File: config.mk
export PLATFORM = sky130hd
export DESIGN_NAME = integer_to_ascii_formatter_unit
export DESIGN_NICKNAME = d
export VERILOG_FILES = /design/src/rtl/itoa_pkg.sv /design/src/rtl/integer_to_ascii_formatter_unit.sv /design/src/rtl/itoa_dabble.sv /design/src/rtl/itoa_emit.sv
export SDC_FILE = /design/constraint.sdc
export NUM_CORES = 1
export LEC_CHECK = 0
export BUFFER_PORTS_ARGS = -buffer_cell sky130_fd_sc_hd__buf_4
export CAP_MARGIN = 25
export CORE_MARGIN = 1
export CORE_UTILIZATION = 45
export CTS_BUF_LIST = sky130_fd_sc_hd__clkbuf_4 sky130_fd_sc_hd__clkbuf_8 sky130_fd_sc_hd__clkbuf_16
export CTS_CLUSTER_SIZE = 25
export DETAILED_ROUTE_END_ITERATION = 12
export PLACE_DENSITY_LB_ADDON = 0.3
export REMOVE_ABC_BUFFERS = 1
export SETUP_SLACK_MARGIN = 0.4
export SYNTH_ARGS = -nofsm -noshare
export SYNTH_HDL_FRONTEND = slang
export SYNTH_HIERARCHICAL = 1
export SYNTH_SLANG_ARGS = --single-unit
File: constraint.sdc
create_clock -name clk -period 4.8 [get_ports clk]
set_input_delay 0.72 -clock clk [delete_from_list [all_inputs] [get_ports clk]]
set_output_delay 0.72 -clock clk [all_outputs]
set_load 0.03 [all_outputs]
File: src/rtl/itoa_pkg.sv
`default_nettype none

package itoa_pkg;

	// Fixed field widths of the stream channels.
	localparam int unsigned VALUE_W = 32;
	localparam int unsigned OP_W    = 2;
	localparam int unsigned CHAR_W  = 8;

	// Widest value the converter is built for, and the parameter defaults.
	localparam int unsigned MAX_VALUE_BITS     = 64;
	localparam int unsigned DEF_VALUE_BITS     = 32;
	localparam int unsigned DEF_MAX_DIGITS     = 10;

	// Format selector codes carried in tuser.
	localparam logic [OP_W-1:0] OP_UDEC  = 2'd0;
	localparam logic [OP_W-1:0] OP_SBYTE = 2'd1;
	localparam logic [OP_W-1:0] OP_HEX   = 2'd2;

	// Character codes.
	localparam logic [CHAR_W-1:0] CH_ZERO  = 8'h30;
	localparam logic [CHAR_W-1:0] CH_LOW_A = 8'h61;
	localparam logic [CHAR_W-1:0] CH_X     = 8'h78;

	// Status from the converter to the sequencer in the top level.
	typedef struct packed {
		logic done;
		logic ovf;
	} dab_stat_t;

	// Start command from the top level to the character emitter.
	typedef struct packed {
		logic start;
		logic hex;
		logic ovf;
	} emit_ctl_t;

	// One nibble to its lower-case hex character; decimal digits map to '0'..'9'.
	function automatic logic [CHAR_W-1:0] hex_char(input logic [3:0] nib);
		logic [CHAR_W-1:0] ch;
		if (nib > 4'd9) begin
			ch = CH_LOW_A + {4'b0000, nib - 4'd10};
		end else begin
			ch = CH_ZERO + {4'b0000, nib};
		end
		return ch;
	endfunction

endpackage

`default_nettype wire

File: src/rtl/integer_to_ascii_formatter_unit.sv
// Integer to ASCII formatter.
// Input stream: each request carries a 32-bit number in s_axis_tdata and a
// format selector in s_axis_tuser (0 unsigned decimal, 1 magnitude of the
// signed low byte in decimal, 2 low byte as "0x" and two lower-case hex
// digits, 3 produces no characters).
// Output stream: one ASCII character per transfer in m_axis_tdata, most
// significant first, with m_axis_tlast on the final character of the run.
// Decimal formats run a bit-serial shift-and-add-3 converter, one bit per
// cycle, then drop leading zeros one at a time; then one character per
// cycle while the receiver keeps up. One request is worked on at a time;
// s_axis_tready rises again once the emitter is idle after the last
// character of the current run is loaded into the output register and the
// sequencer has returned to T_IDLE, so the next conversion overlaps with
// that character waiting. When the receiver stalls, the output register
// holds its character and the emitter waits. Reset clears all control
// state and drops m_axis_tvalid.
`default_nettype none

module integer_to_ascii_formatter_unit #(
	parameter int unsigned VALUE_BITS = itoa_pkg::DEF_VALUE_BITS,
	parameter int unsigned MAX_DIGITS = itoa_pkg::DEF_MAX_DIGITS
) (
	input  wire                                clk,
	input  wire                                arst_n,
	input  wire                                s_axis_tvalid,
	output logic                               s_axis_tready,
	input  wire  [itoa_pkg::VALUE_W-1:0]       s_axis_tdata,  // [31:0] value
	input  wire  [itoa_pkg::OP_W-1:0]          s_axis_tuser,  // [1:0] op
	output logic                               m_axis_tvalid,
	input  wire                                m_axis_tready,
	output logic [itoa_pkg::CHAR_W-1:0]        m_axis_tdata,  // [7:0] char_code
	output logic                               m_axis_tlast
);

	typedef enum logic [1:0] {
		T_IDLE,
		T_CONV,
		T_EMIT
	} state_t;

	state_t                    state_q;
	logic                      accept;
	logic                      dab_start;
	logic [VALUE_BITS-1:0]     load_val;
	logic [7:0]                byte_mag;
	logic [4*MAX_DIGITS-1:0]   bcd;
	itoa_pkg::dab_stat_t       dab_st;
	itoa_pkg::emit_ctl_t       emit_ctl;
	logic                      emit_busy;

	assign s_axis_tready = (state_q == T_IDLE);
	assign accept        = s_axis_tvalid && s_axis_tready;

	// The most negative byte has no positive twin in eight bits, but its
	// two's complement reads as 128 unsigned, which is the wanted magnitude.
	assign byte_mag = s_axis_tdata[7] ? (~s_axis_tdata[7:0] + 8'd1) : s_axis_tdata[7:0];

	always_comb begin
		if (s_axis_tuser == itoa_pkg::OP_SBYTE) begin
			load_val = VALUE_BITS'(byte_mag);
		end else begin
			load_val = VALUE_BITS'({{(itoa_pkg::MAX_VALUE_BITS - itoa_pkg::VALUE_W){1'b0}},
				s_axis_tdata});
		end
	end

	assign dab_start = accept && (s_axis_tuser == itoa_pkg::OP_UDEC ||
		s_axis_tuser == itoa_pkg::OP_SBYTE);

	// Hex requests go straight to the emitter; decimal runs start when the
	// converter finishes.
	always_comb begin
		emit_ctl.hex   = (state_q == T_IDLE);
		emit_ctl.ovf   = dab_st.ovf;
		emit_ctl.start = (accept && s_axis_tuser == itoa_pkg::OP_HEX) ||
			(state_q == T_CONV && dab_st.done);
	end

	always_ff @(posedge clk or negedge arst_n) begin
		if (!arst_n) begin
			state_q <= T_IDLE;
		end else begin
			unique case (state_q)
				T_IDLE: begin
					if (dab_start) begin
						state_q <= T_CONV;
					end else if (accept && s_axis_tuser == itoa_pkg::OP_HEX) begin
						state_q <= T_EMIT;
					end
				end
				T_CONV: begin
					if (dab_st.done) begin
						state_q <= T_EMIT;
					end
				end
				T_EMIT: begin
					if (!emit_busy) begin
						state_q <= T_IDLE;
					end
				end
				default: begin
					state_q <= T_IDLE;
				end
			endcase
		end
	end

	itoa_dabble #(
		.VALUE_BITS (VALUE_BITS),
		.MAX_DIGITS (MAX_DIGITS)
	) u_dabble (
		.clk      (clk),
		.arst_n   (arst_n),
		.start    (dab_start),
		.load_val (load_val),
		.bcd      (bcd),
		.stat     (dab_st)
	);

	itoa_emit #(
		.MAX_DIGITS (MAX_DIGITS)
	) u_emit (
		.clk      (clk),
		.arst_n   (arst_n),
		.ctl      (emit_ctl),
		.digits   (bcd),
		.hex_byte (s_axis_tdata[7:0]),
		.busy     (emit_busy),
		.m_valid  (m_axis_tvalid),
		.m_ready  (m_axis_tready),
		.m_data   (m_axis_tdata),
		.m_last   (m_axis_tlast)
	);

`ifndef NO_ASSERTIONS
	// The emitter is never running while a conversion is in progress.
	a_conv_excl: assert property (@(posedge clk) disable iff (!arst_n)
		state_q == T_CONV |-> !emit_busy)
		else $error("emitter busy during conversion");

	// The converter only reports completion while the sequencer waits for it.
	a_done_state: assert property (@(posedge clk) disable iff (!arst_n)
		dab_st.done |-> state_q == T_CONV)
		else $error("converter done outside conversion state");

	// An accepted hex request starts the emitter on the next cycle.
	a_hex_start: assert property (@(posedge clk) disable iff (!arst_n)
		accept && s_axis_tuser == itoa_pkg::OP_HEX |=> emit_busy)
		else $error("hex request did not start the emitter");
`endif

endmodule

`default_nettype wire

File: src/rtl/itoa_dabble.sv
`default_nettype none

// Bit-serial binary to BCD converter (shift and add-3), one input bit per cycle.
module itoa_dabble #(
	parameter int unsigned VALUE_BITS = itoa_pkg::DEF_VALUE_BITS,
	parameter int unsigned MAX_DIGITS = itoa_pkg::DEF_MAX_DIGITS
) (
	input  wire                          clk,
	input  wire                          arst_n,
	input  wire                          start,
	input  wire  [VALUE_BITS-1:0]        load_val,
	output logic [4*MAX_DIGITS-1:0]      bcd,
	output itoa_pkg::dab_stat_t          stat
);

	localparam int unsigned BCD_W = 4 * MAX_DIGITS;
	localparam int unsigned CNT_W = $clog2(VALUE_BITS + 1);

	logic                 run_q;
	logic                 done_q;
	logic                 ovf_q;
	logic [CNT_W-1:0]     cnt_q;
	logic [VALUE_BITS-1:0] bin_q;
	logic [BCD_W-1:0]     bcd_q;
	logic [BCD_W-1:0]     adj;

	// Every digit of five or more gets three added before the doubling shift.
	always_comb begin
		for (int d = 0; d < MAX_DIGITS; d++) begin
			if (bcd_q[4*d +: 4] >= 4'd5) begin
				adj[4*d +: 4] = bcd_q[4*d +: 4] + 4'd3;
			end else begin
				adj[4*d +: 4] = bcd_q[4*d +: 4];
			end
		end
	end

	always_ff @(posedge clk or negedge arst_n) begin
		if (!arst_n) begin
			run_q  <= 1'b0;
			done_q <= 1'b0;
			ovf_q  <= 1'b0;
			cnt_q  <= '0;
			bin_q  <= '0;
			bcd_q  <= '0;
		end else begin
			if (start) begin
				run_q  <= 1'b1;
				done_q <= 1'b0;
				ovf_q  <= 1'b0;
				cnt_q  <= CNT_W'(VALUE_BITS);
				bin_q  <= load_val;
				bcd_q  <= '0;
			end else if (run_q) begin
				// A bit leaving the top digit means the number has more digits
				// than the register keeps; the lower digits stay exact.
				bcd_q  <= {adj[BCD_W-2:0], bin_q[VALUE_BITS-1]};
				bin_q  <= bin_q << 1;
				ovf_q  <= ovf_q | adj[BCD_W-1];
				cnt_q  <= cnt_q - CNT_W'(1);
				done_q <= (cnt_q == CNT_W'(1));
				if (cnt_q == CNT_W'(1)) begin
					run_q <= 1'b0;
				end
			end else begin
				done_q <= 1'b0;
			end
		end
	end

	assign bcd       = bcd_q;
	assign stat.done = done_q;
	assign stat.ovf  = ovf_q;

endmodule

`default_nettype wire

File: src/rtl/itoa_emit.sv
`default_nettype none

// Character emitter: a digit per cycle while not stalled, into a registered output.
module itoa_emit #(
	parameter int unsigned MAX_DIGITS = itoa_pkg::DEF_MAX_DIGITS
) (
	input  wire                                clk,
	input  wire                                arst_n,
	input  itoa_pkg::emit_ctl_t                ctl,
	input  wire  [4*MAX_DIGITS-1:0]            digits,
	input  wire  [7:0]                         hex_byte,
	output logic                               busy,
	output logic                               m_valid,
	input  wire                                m_ready,
	output logic [itoa_pkg::CHAR_W-1:0]        m_data,
	output logic                               m_last
);

	localparam int unsigned BCD_W   = 4 * MAX_DIGITS;
	localparam int unsigned CNT_MAX = (MAX_DIGITS > 4) ? MAX_DIGITS : 4;
	localparam int unsigned CW      = $clog2(CNT_MAX + 1);

	typedef enum logic [1:0] {
		E_IDLE,
		E_SKIP,
		E_OUT
	} phase_t;

	phase_t                      phase_q;
	logic [BCD_W-1:0]            dig_q;
	logic [CW-1:0]               left_q;
	logic                        ovf_q;
	logic                        hex_q;
	logic                        valid_q;
	logic                        last_q;
	logic [itoa_pkg::CHAR_W-1:0] data_q;

	logic [3:0]                  top_nib;
	logic                        out_free;
	logic [BCD_W-1:0]            hex_load;
	logic [itoa_pkg::CHAR_W-1:0] next_char;

	assign top_nib  = dig_q[BCD_W-1 -: 4];
	assign out_free = !valid_q || m_ready;

	always_comb begin
		hex_load               = '0;
		hex_load[BCD_W-1 -: 8] = hex_byte;
	end

	always_comb begin
		if (hex_q && left_q == CW'(4)) begin
			next_char = itoa_pkg::CH_ZERO;
		end else if (hex_q && left_q == CW'(3)) begin
			next_char = itoa_pkg::CH_X;
		end else begin
			next_char = itoa_pkg::hex_char(top_nib);
		end
	end

	always_ff @(posedge clk or negedge arst_n) begin
		if (!arst_n) begin
			phase_q <= E_IDLE;
			dig_q   <= '0;
			left_q  <= '0;
			ovf_q   <= 1'b0;
			hex_q   <= 1'b0;
			valid_q <= 1'b0;
			last_q  <= 1'b0;
			data_q  <= '0;
		end else begin
			// While emitting, the output register is handled in the E_OUT arm.
			if (valid_q && m_ready && phase_q != E_OUT) begin
				valid_q <= 1'b0;
			end
			unique case (phase_q)
				E_IDLE: begin
					if (ctl.start) begin
						hex_q <= ctl.hex;
						ovf_q <= ctl.ovf;
						if (ctl.hex) begin
							dig_q   <= hex_load;
							left_q  <= CW'(4);
							phase_q <= E_OUT;
						end else begin
							dig_q   <= digits;
							left_q  <= CW'(MAX_DIGITS);
							phase_q <= E_SKIP;
						end
					end
				end
				E_SKIP: begin
					// Drop leading zeros, keeping at least one digit; a truncated
					// number keeps all of its digits.
					if (!ovf_q && left_q > CW'(1) && top_nib == 4'd0) begin
						dig_q  <= dig_q << 4;
						left_q <= left_q - CW'(1);
					end else begin
						phase_q <= E_OUT;
					end
				end
				E_OUT: begin
					if (out_free) begin
						valid_q <= 1'b1;
						data_q  <= next_char;
						last_q  <= (left_q == CW'(1));
						if (!hex_q || left_q <= CW'(2)) begin
							dig_q <= dig_q << 4;
						end
						left_q <= left_q - CW'(1);
						if (left_q == CW'(1)) begin
							phase_q <= E_IDLE;
						end
					end
				end
				default: begin
					phase_q <= E_IDLE;
				end
			endcase
		end
	end

	assign busy    = (phase_q != E_IDLE);
	assign m_valid = valid_q;
	assign m_data  = data_q;
	assign m_last  = last_q;

endmodule

`default_nettype wire

-- Word-level counts from Yosys, hierarchy flattened
Cells that the tools add are included.
- add/sub/neg operators: 16
- order comparisons: 13
- equality and inequality tests: 20
- multiplexer cells: 53
- bitwise logic cells: 2
- reductions and logical operators: 30
- operators with widths (kind ; number):
    two-way mux 40 bit ; 7
    one-hot mux 40 bit (3 select lines) ; 1
    two-way mux 32 bit ; 3
    two-way mux 4 bit ; 14
    adder 4 x 2 -> 4 bit, second input constant ; 10
    >= comparator 4 x 3 -> 1 bit, second input constant ; 10
    two-way mux 8 bit ; 4
    two-way mux 2 bit ; 9
    two-way mux 6 bit ; 2
    one-hot mux 2 bit (3 select lines) ; 2
    one-hot mux 4 bit (3 select lines) ; 1
    logical AND 1 bit ; 10
    two-way mux 1 bit ; 10
    != test 2 x 1 -> 1 bit, second input constant ; 5
    adder 7 x 4 -> 8 bit, first input constant ; 1
    adder 8 x 1 -> 8 bit, second input constant ; 1
    != test 2 bit, second input constant ; 4
    inverter 8 bit ; 1
    AND reduction 4 bit ; 2
    adder 6 x 4 -> 7 bit, first input constant ; 1
    equality test 2 x 1 -> 1 bit, second input constant ; 3
    equality test 2 bit, second input constant ; 3
    equality test 6 x 1 -> 1 bit, second input constant ; 1
    logical NOT 2 bit ; 3
    other kinds (19) ; 26
- register bits: 141
- bits of input ports: 38
- output and inout bits: 11
- word-level logic and storage cells: 149

-- Logic depth before layout (Yosys ltp)
- depth in word-level cells: 6
- mapped depth: 8
- mapped depth without buffers: 7

-- Hierarchy
Netlist, hierarchy kept.
- modules (own cells, without submodules) (module ; times used ; cells an instance ; area an instance (um2) ; sequential area each (um2)):
    itoa_dabble ; 1 ; 471 ; 4523.1 ; 2026.9
    itoa_emit ; 1 ; 272 ; 3118.0 ; 1426.4
    integer_to_ascii_formatter_unit ; 1 ; 63 ; 459.2 ; 50.0

-- Least setup slack after synthesis
OpenSTA, ideal clock, no wires.
- path kind: input to register
- start point: in s_axis_tuser[0] (netlist name)
- end point: reg u_emit.dig_q[21]
- library setup time: 0.125 ns
- data arrival time: 2.381 ns
- required time: 4.675 ns
- path slack: 2.295 ns
- stages on the path: 8
- buffers on the path: 1
- path through: nor4bb_1 -> a21oi_1 -> nor2_1 -> nor2b_1 -> a311o_1 -> a221oi_4 -> buf_6 -> mux2_2
- RTL lines (item ; RTL line ; RTL):
    start: declaration ; integer_to_ascii_formatter_unit.sv:28 ; input wire [itoa_pkg::OP_W-1:0] s_axis_tuser,
    end signal: assignment ; itoa_emit.sv:82 ; dig_q <= hex_load;
    end signal: assignment ; itoa_emit.sv:86 ; dig_q <= digits;
    end signal: assignment ; itoa_emit.sv:96 ; dig_q <= dig_q << 4;
    end: declaration ; itoa_emit.sv:30 ; logic [BCD_W-1:0] dig_q;

==> impl_metrics.sql <==
INSERT INTO impl_metrics (metric_group, metric, value, unit) VALUES
('run_status', 'status', 'finished, final reports clean', ''),
('synthesis', 'most_used_flip_flop_cell_after_synthesis', 'dfrtp_1', ''),
('routing', 'residual_drc', '0', ''),
('pwr', 'p_comb_share', '44.5', '%'),
('global_routing', 'maximum_number_of_pins_on_one_net_before_global_route_repair', '108', ''),
('placed_design', 'post_detail_place_hpwl', '10500', 'um'),
('cts', 'worst_skew_pair.late_latency', '0.42', 'ns'),
('worst_setup_path', 'critical_path.cell_chain', 'nor4bb_1 > a21oi_1 > nor2_1 > nor2b_1 > a311o_1 > a221oi_4 > buf_4 > mux2_2', ''),
('routing', 'detail_route.iter0.violations', '366', ''),
('pwr', 'power_per_cell_area', '719', 'nW/um2'),
('pwr', 'ir_worst_vdd', '0.344', 'mV'),
('cts', 'hold_buffers', '0', ''),
('cts', 'cts-htree-levels', '4', ''),
('synthesis', 'synth_top_area_share', '43.2', '%'),
('synthesis', 'syn_area', '8100', 'um2'),
('sta', 'fin_worst_skew', '0.00647', 'ns'),
('floorplan', 'core-area', '17400', 'um2'),
('worst_setup_path', 'timing.critical_path.slowest_cell_delay', '0.49', 'ns'),
('floorplan', 'die_x', '136', 'um'),
('pwr', 'netSwitchingPower', '2.61', 'mW'),
('finish', 'finalNetCount', '906', ''),
('cts', 'cts-buffers-inserted', '17', ''),
('worst_setup_path', 'cp_top_family', 'compound AO/OA/AOI/OAI gates', ''),
('sta', 'report.final.hold_viol_count', '0', ''),
('sta', 'slew-limit-headroom', '35.6', '%'),
('floorplan', 'num_io_pins', '49', ''),
('worst_setup_path', 'critPathArrivalTime', '3.00', 'ns'),
('routing', 'wl_per_cell', '15.2', 'um'),
('worst_setup_path', 'setup_cp_type', 'reg -> reg', ''),
('worst_setup_path', 'worst-path-buf-inv', '1', ''),
('routing', 'drt.antenna.violating_nets', '0', ''),
('synthesis', 'ys_seq_area_share', '43.2', '%'),
('finish', 'antenna-diode-count', '0', ''),
('synthesis', 'synth_top_area_cell', 'dfrtp_1', ''),
('placed_design', 'globalplace.congestion', '0.811', ''),
('synthesis', 'synth_area_leaders', 'dfrtp_1 43%, mux2i_1 6.1%, ha_1 5.7%', ''),
('pwr', 'switching_share', '39.5', '%'),
('worst_setup_path', 'worstSetupStartpoint', 'state_q[0]', ''),
('sta', 'unrepaired_setup_endpoints_after_global_routing', 'false', ''),
('synthesis', 'yosysWarningCount', '6', ''),
('global_routing', 'global_route.usage.total', '18.4', '%'),
('global_routing', 'grt_overflow', '0', ''),
('placed_design', 'worst_setup_timing_slack_at_the_placement_stage', '1.76', 'ns'),
('finish', 'area_growth_syn_to_layout', '13.5', '%'),
('finish', 'final_common_cell', 'dfrtp_1', ''),
('global_routing', 'grt_first_pass_wirelength', '26900', 'um'),
('synthesis', 'async_reset_ff_share', '100', '%'),
('sta', 'report.final.setup_viol', '0', ''),
('pwr', 'cell_internal_pwr', '4.00', 'mW'),
('floorplan', 'die_height', '136', 'um'),
('cts', 'cts.root.buffer_cell', 'clkbuf_16', ''),
('sta', 'timing_max_transition_violations_final', '0', ''),
('global_routing', 'grt_pass1_vias', '5440', ''),
('floorplan', 'num_rows', '48', ''),
('cts', 'cts_tree', 'built', ''),
('routing', 'overall_via_count_from_detail_route', '5847', ''),
('worst_setup_path', 'critical_path_fanout_max', '40', ''),
('global_routing', 'antenna_found_initial', '0', ''),
('placed_design', 'numPortBuffers', '47', ''),
('cts', 'clock_path_buffers', '2', ''),
('routing', 'route.detailed.vias_per_inst', '5.47', ''),
('synthesis', 'yosys.cell_types.count', '72', ''),
('finish', 'post_route_cells_drive_above_1_share', '17.5', '%'),
('pwr', 'pwr-share-clk', '21.4', '%'),
('synthesis', 'synth_enable_flop_cells', '0', ''),
('cts', 'cts.repair_timing.setup_buffer_count', '0', ''),
('synthesis', 'cells_after_synth', '806', ''),
('finish', 'nFillCells', '1610', ''),
('finish', 'layout.cells.most_common_list', '139 x dfrtp_1, 69 x nand2_1, 67 x o21ai_0, 54 x buf_4, 51 x inv_1', ''),
('synthesis', 'ys_ff_latch', '140', ''),
('worst_setup_path', 'worst_setup_path_start_kind', 'flop', '');
-- power groups by stage --
| stage | registers, mW | clock network [mW] | logic, mW |
|---|---|---|---|
| final | 2.25 | 1.42 | 2.94 |
| after global routing | 2.34 | 1.50 | 3.30 |
| after CTS | 2.25 | 1.45 | 2.96 |
| after detailed placement | 2.27 | 0 | 2.94 |
| after global placement | 2.26 | 0 | 2.87 |
| after floorplan | 2.19 | 0 | 2.31 |
-- logic make-up after synthesis --
logic type | after synthesis | share of synthesized area (%)
and+or+nand+nor | 213 | 14.3
AOI/OAI and AO/OA | 208 | 17.4
DFF | 140 | 43.2
buffers and inverters | 101 | 5.84
muxes | 89 | 11.6
adders and majority gates | 37 | 5.72
xor gates and xnor gates | 17 | 1.84
other | 1 | 0.0463
-- worst reg2reg max path: stages, from the launching register on --
cell      delay [ns]
dfrtp_1         0.45
nor4bb_1        0.32
a21oi_1         0.07
nor2_1          0.15
nor2b_1         0.09
a311o_1         0.37
a221oi_4        0.20
buf_4           0.49
mux2_2          0.44
-- metal layers --
metal	track usage [%]	wire length, um	share of wire [%]
met1	25.5	7970	49
met2	28.8	7620	47
met3	4.25	520	3.2
met4	4.81	116	0.72
met5	0	0	0
-- worst paths after layout --
check | to | slack, ns | cells past startpoint
setup / recovery | u_emit/dig_q[18] | 2.10 | 8
hold / removal | u_emit/m_last | 0.09 | 1
setup reg to reg | u_emit/dig_q[18] | 2.10 | 8
hold reg to reg | u_emit/m_data[5] | 0.48 | 1
max in group asynchronous | u_dabble/bin_q[16] | 3.61 | 3
min in group clk | u_emit/m_data[5] | 0.48 | 1
-- flip-flops by register name, indices dropped and copies added, names as in the netlist --
signal and count:
u_emit/hex_q 1, u_emit/left_q 4, u_emit/m_last 1, state_q 2
u_dabble/cnt_q 6, u_emit/phase_q 2, u_dabble/bcd 40, u_dabble/bin_q 32
u_dabble/run_q 1, u_dabble/ovf_q 1, u_emit/m_data 7, u_dabble/done_q 1
u_emit/ovf_q 1, u_emit/m_valid 1, u_emit/dig_q 40
-- layout make-up --
type	instances	area [um2]	area share, %
Sequential cell	140	3510	38.1
Clock inverter	14	199	2.16
Inverter	51	191	2.08
Timing Repair Buffer	56	444	4.83
Clock buffer	18	439	4.78
Multi-Input combinational cell	565	4130	44.9
Tap cell	225	282	3.06
-- through the flow --
| step | TNS [ns] | std cells | hold slack [ns] | total power [mW] | area [um2] |
|---|---|---|---|---|---|
| 2_1_floorplan | -415.84 | 756 | 0.424 | 4.50 | 7820 |
| 3_3_place_gp | 0 | 1036 | 0.450 | 5.13 | 8530 |
| 3_5_place_dp | 0 | 1036 | 0.471 | 5.20 | 8530 |
| 4_1_cts | 0 | 1068 | 0.467 | 6.66 | 9170 |
| 5_1_grt | 0 | 1069 | 0.0771 | 7.14 | 9200 |
| 6_report | 0 | 1069 | 0.0914 | 6.61 | 9200 |
-- Yosys cell counts (all sizes together) (26+ instances only) --
master,instances
mux2,40
a22o,28
dfrtp,140
and2,26
inv,51
nand2,70
ha,37
nor2,30
o21ai,70
a21oi,40
mux2i,49
buf,28
Note: power is estimated with default switching activity, not from simulation.
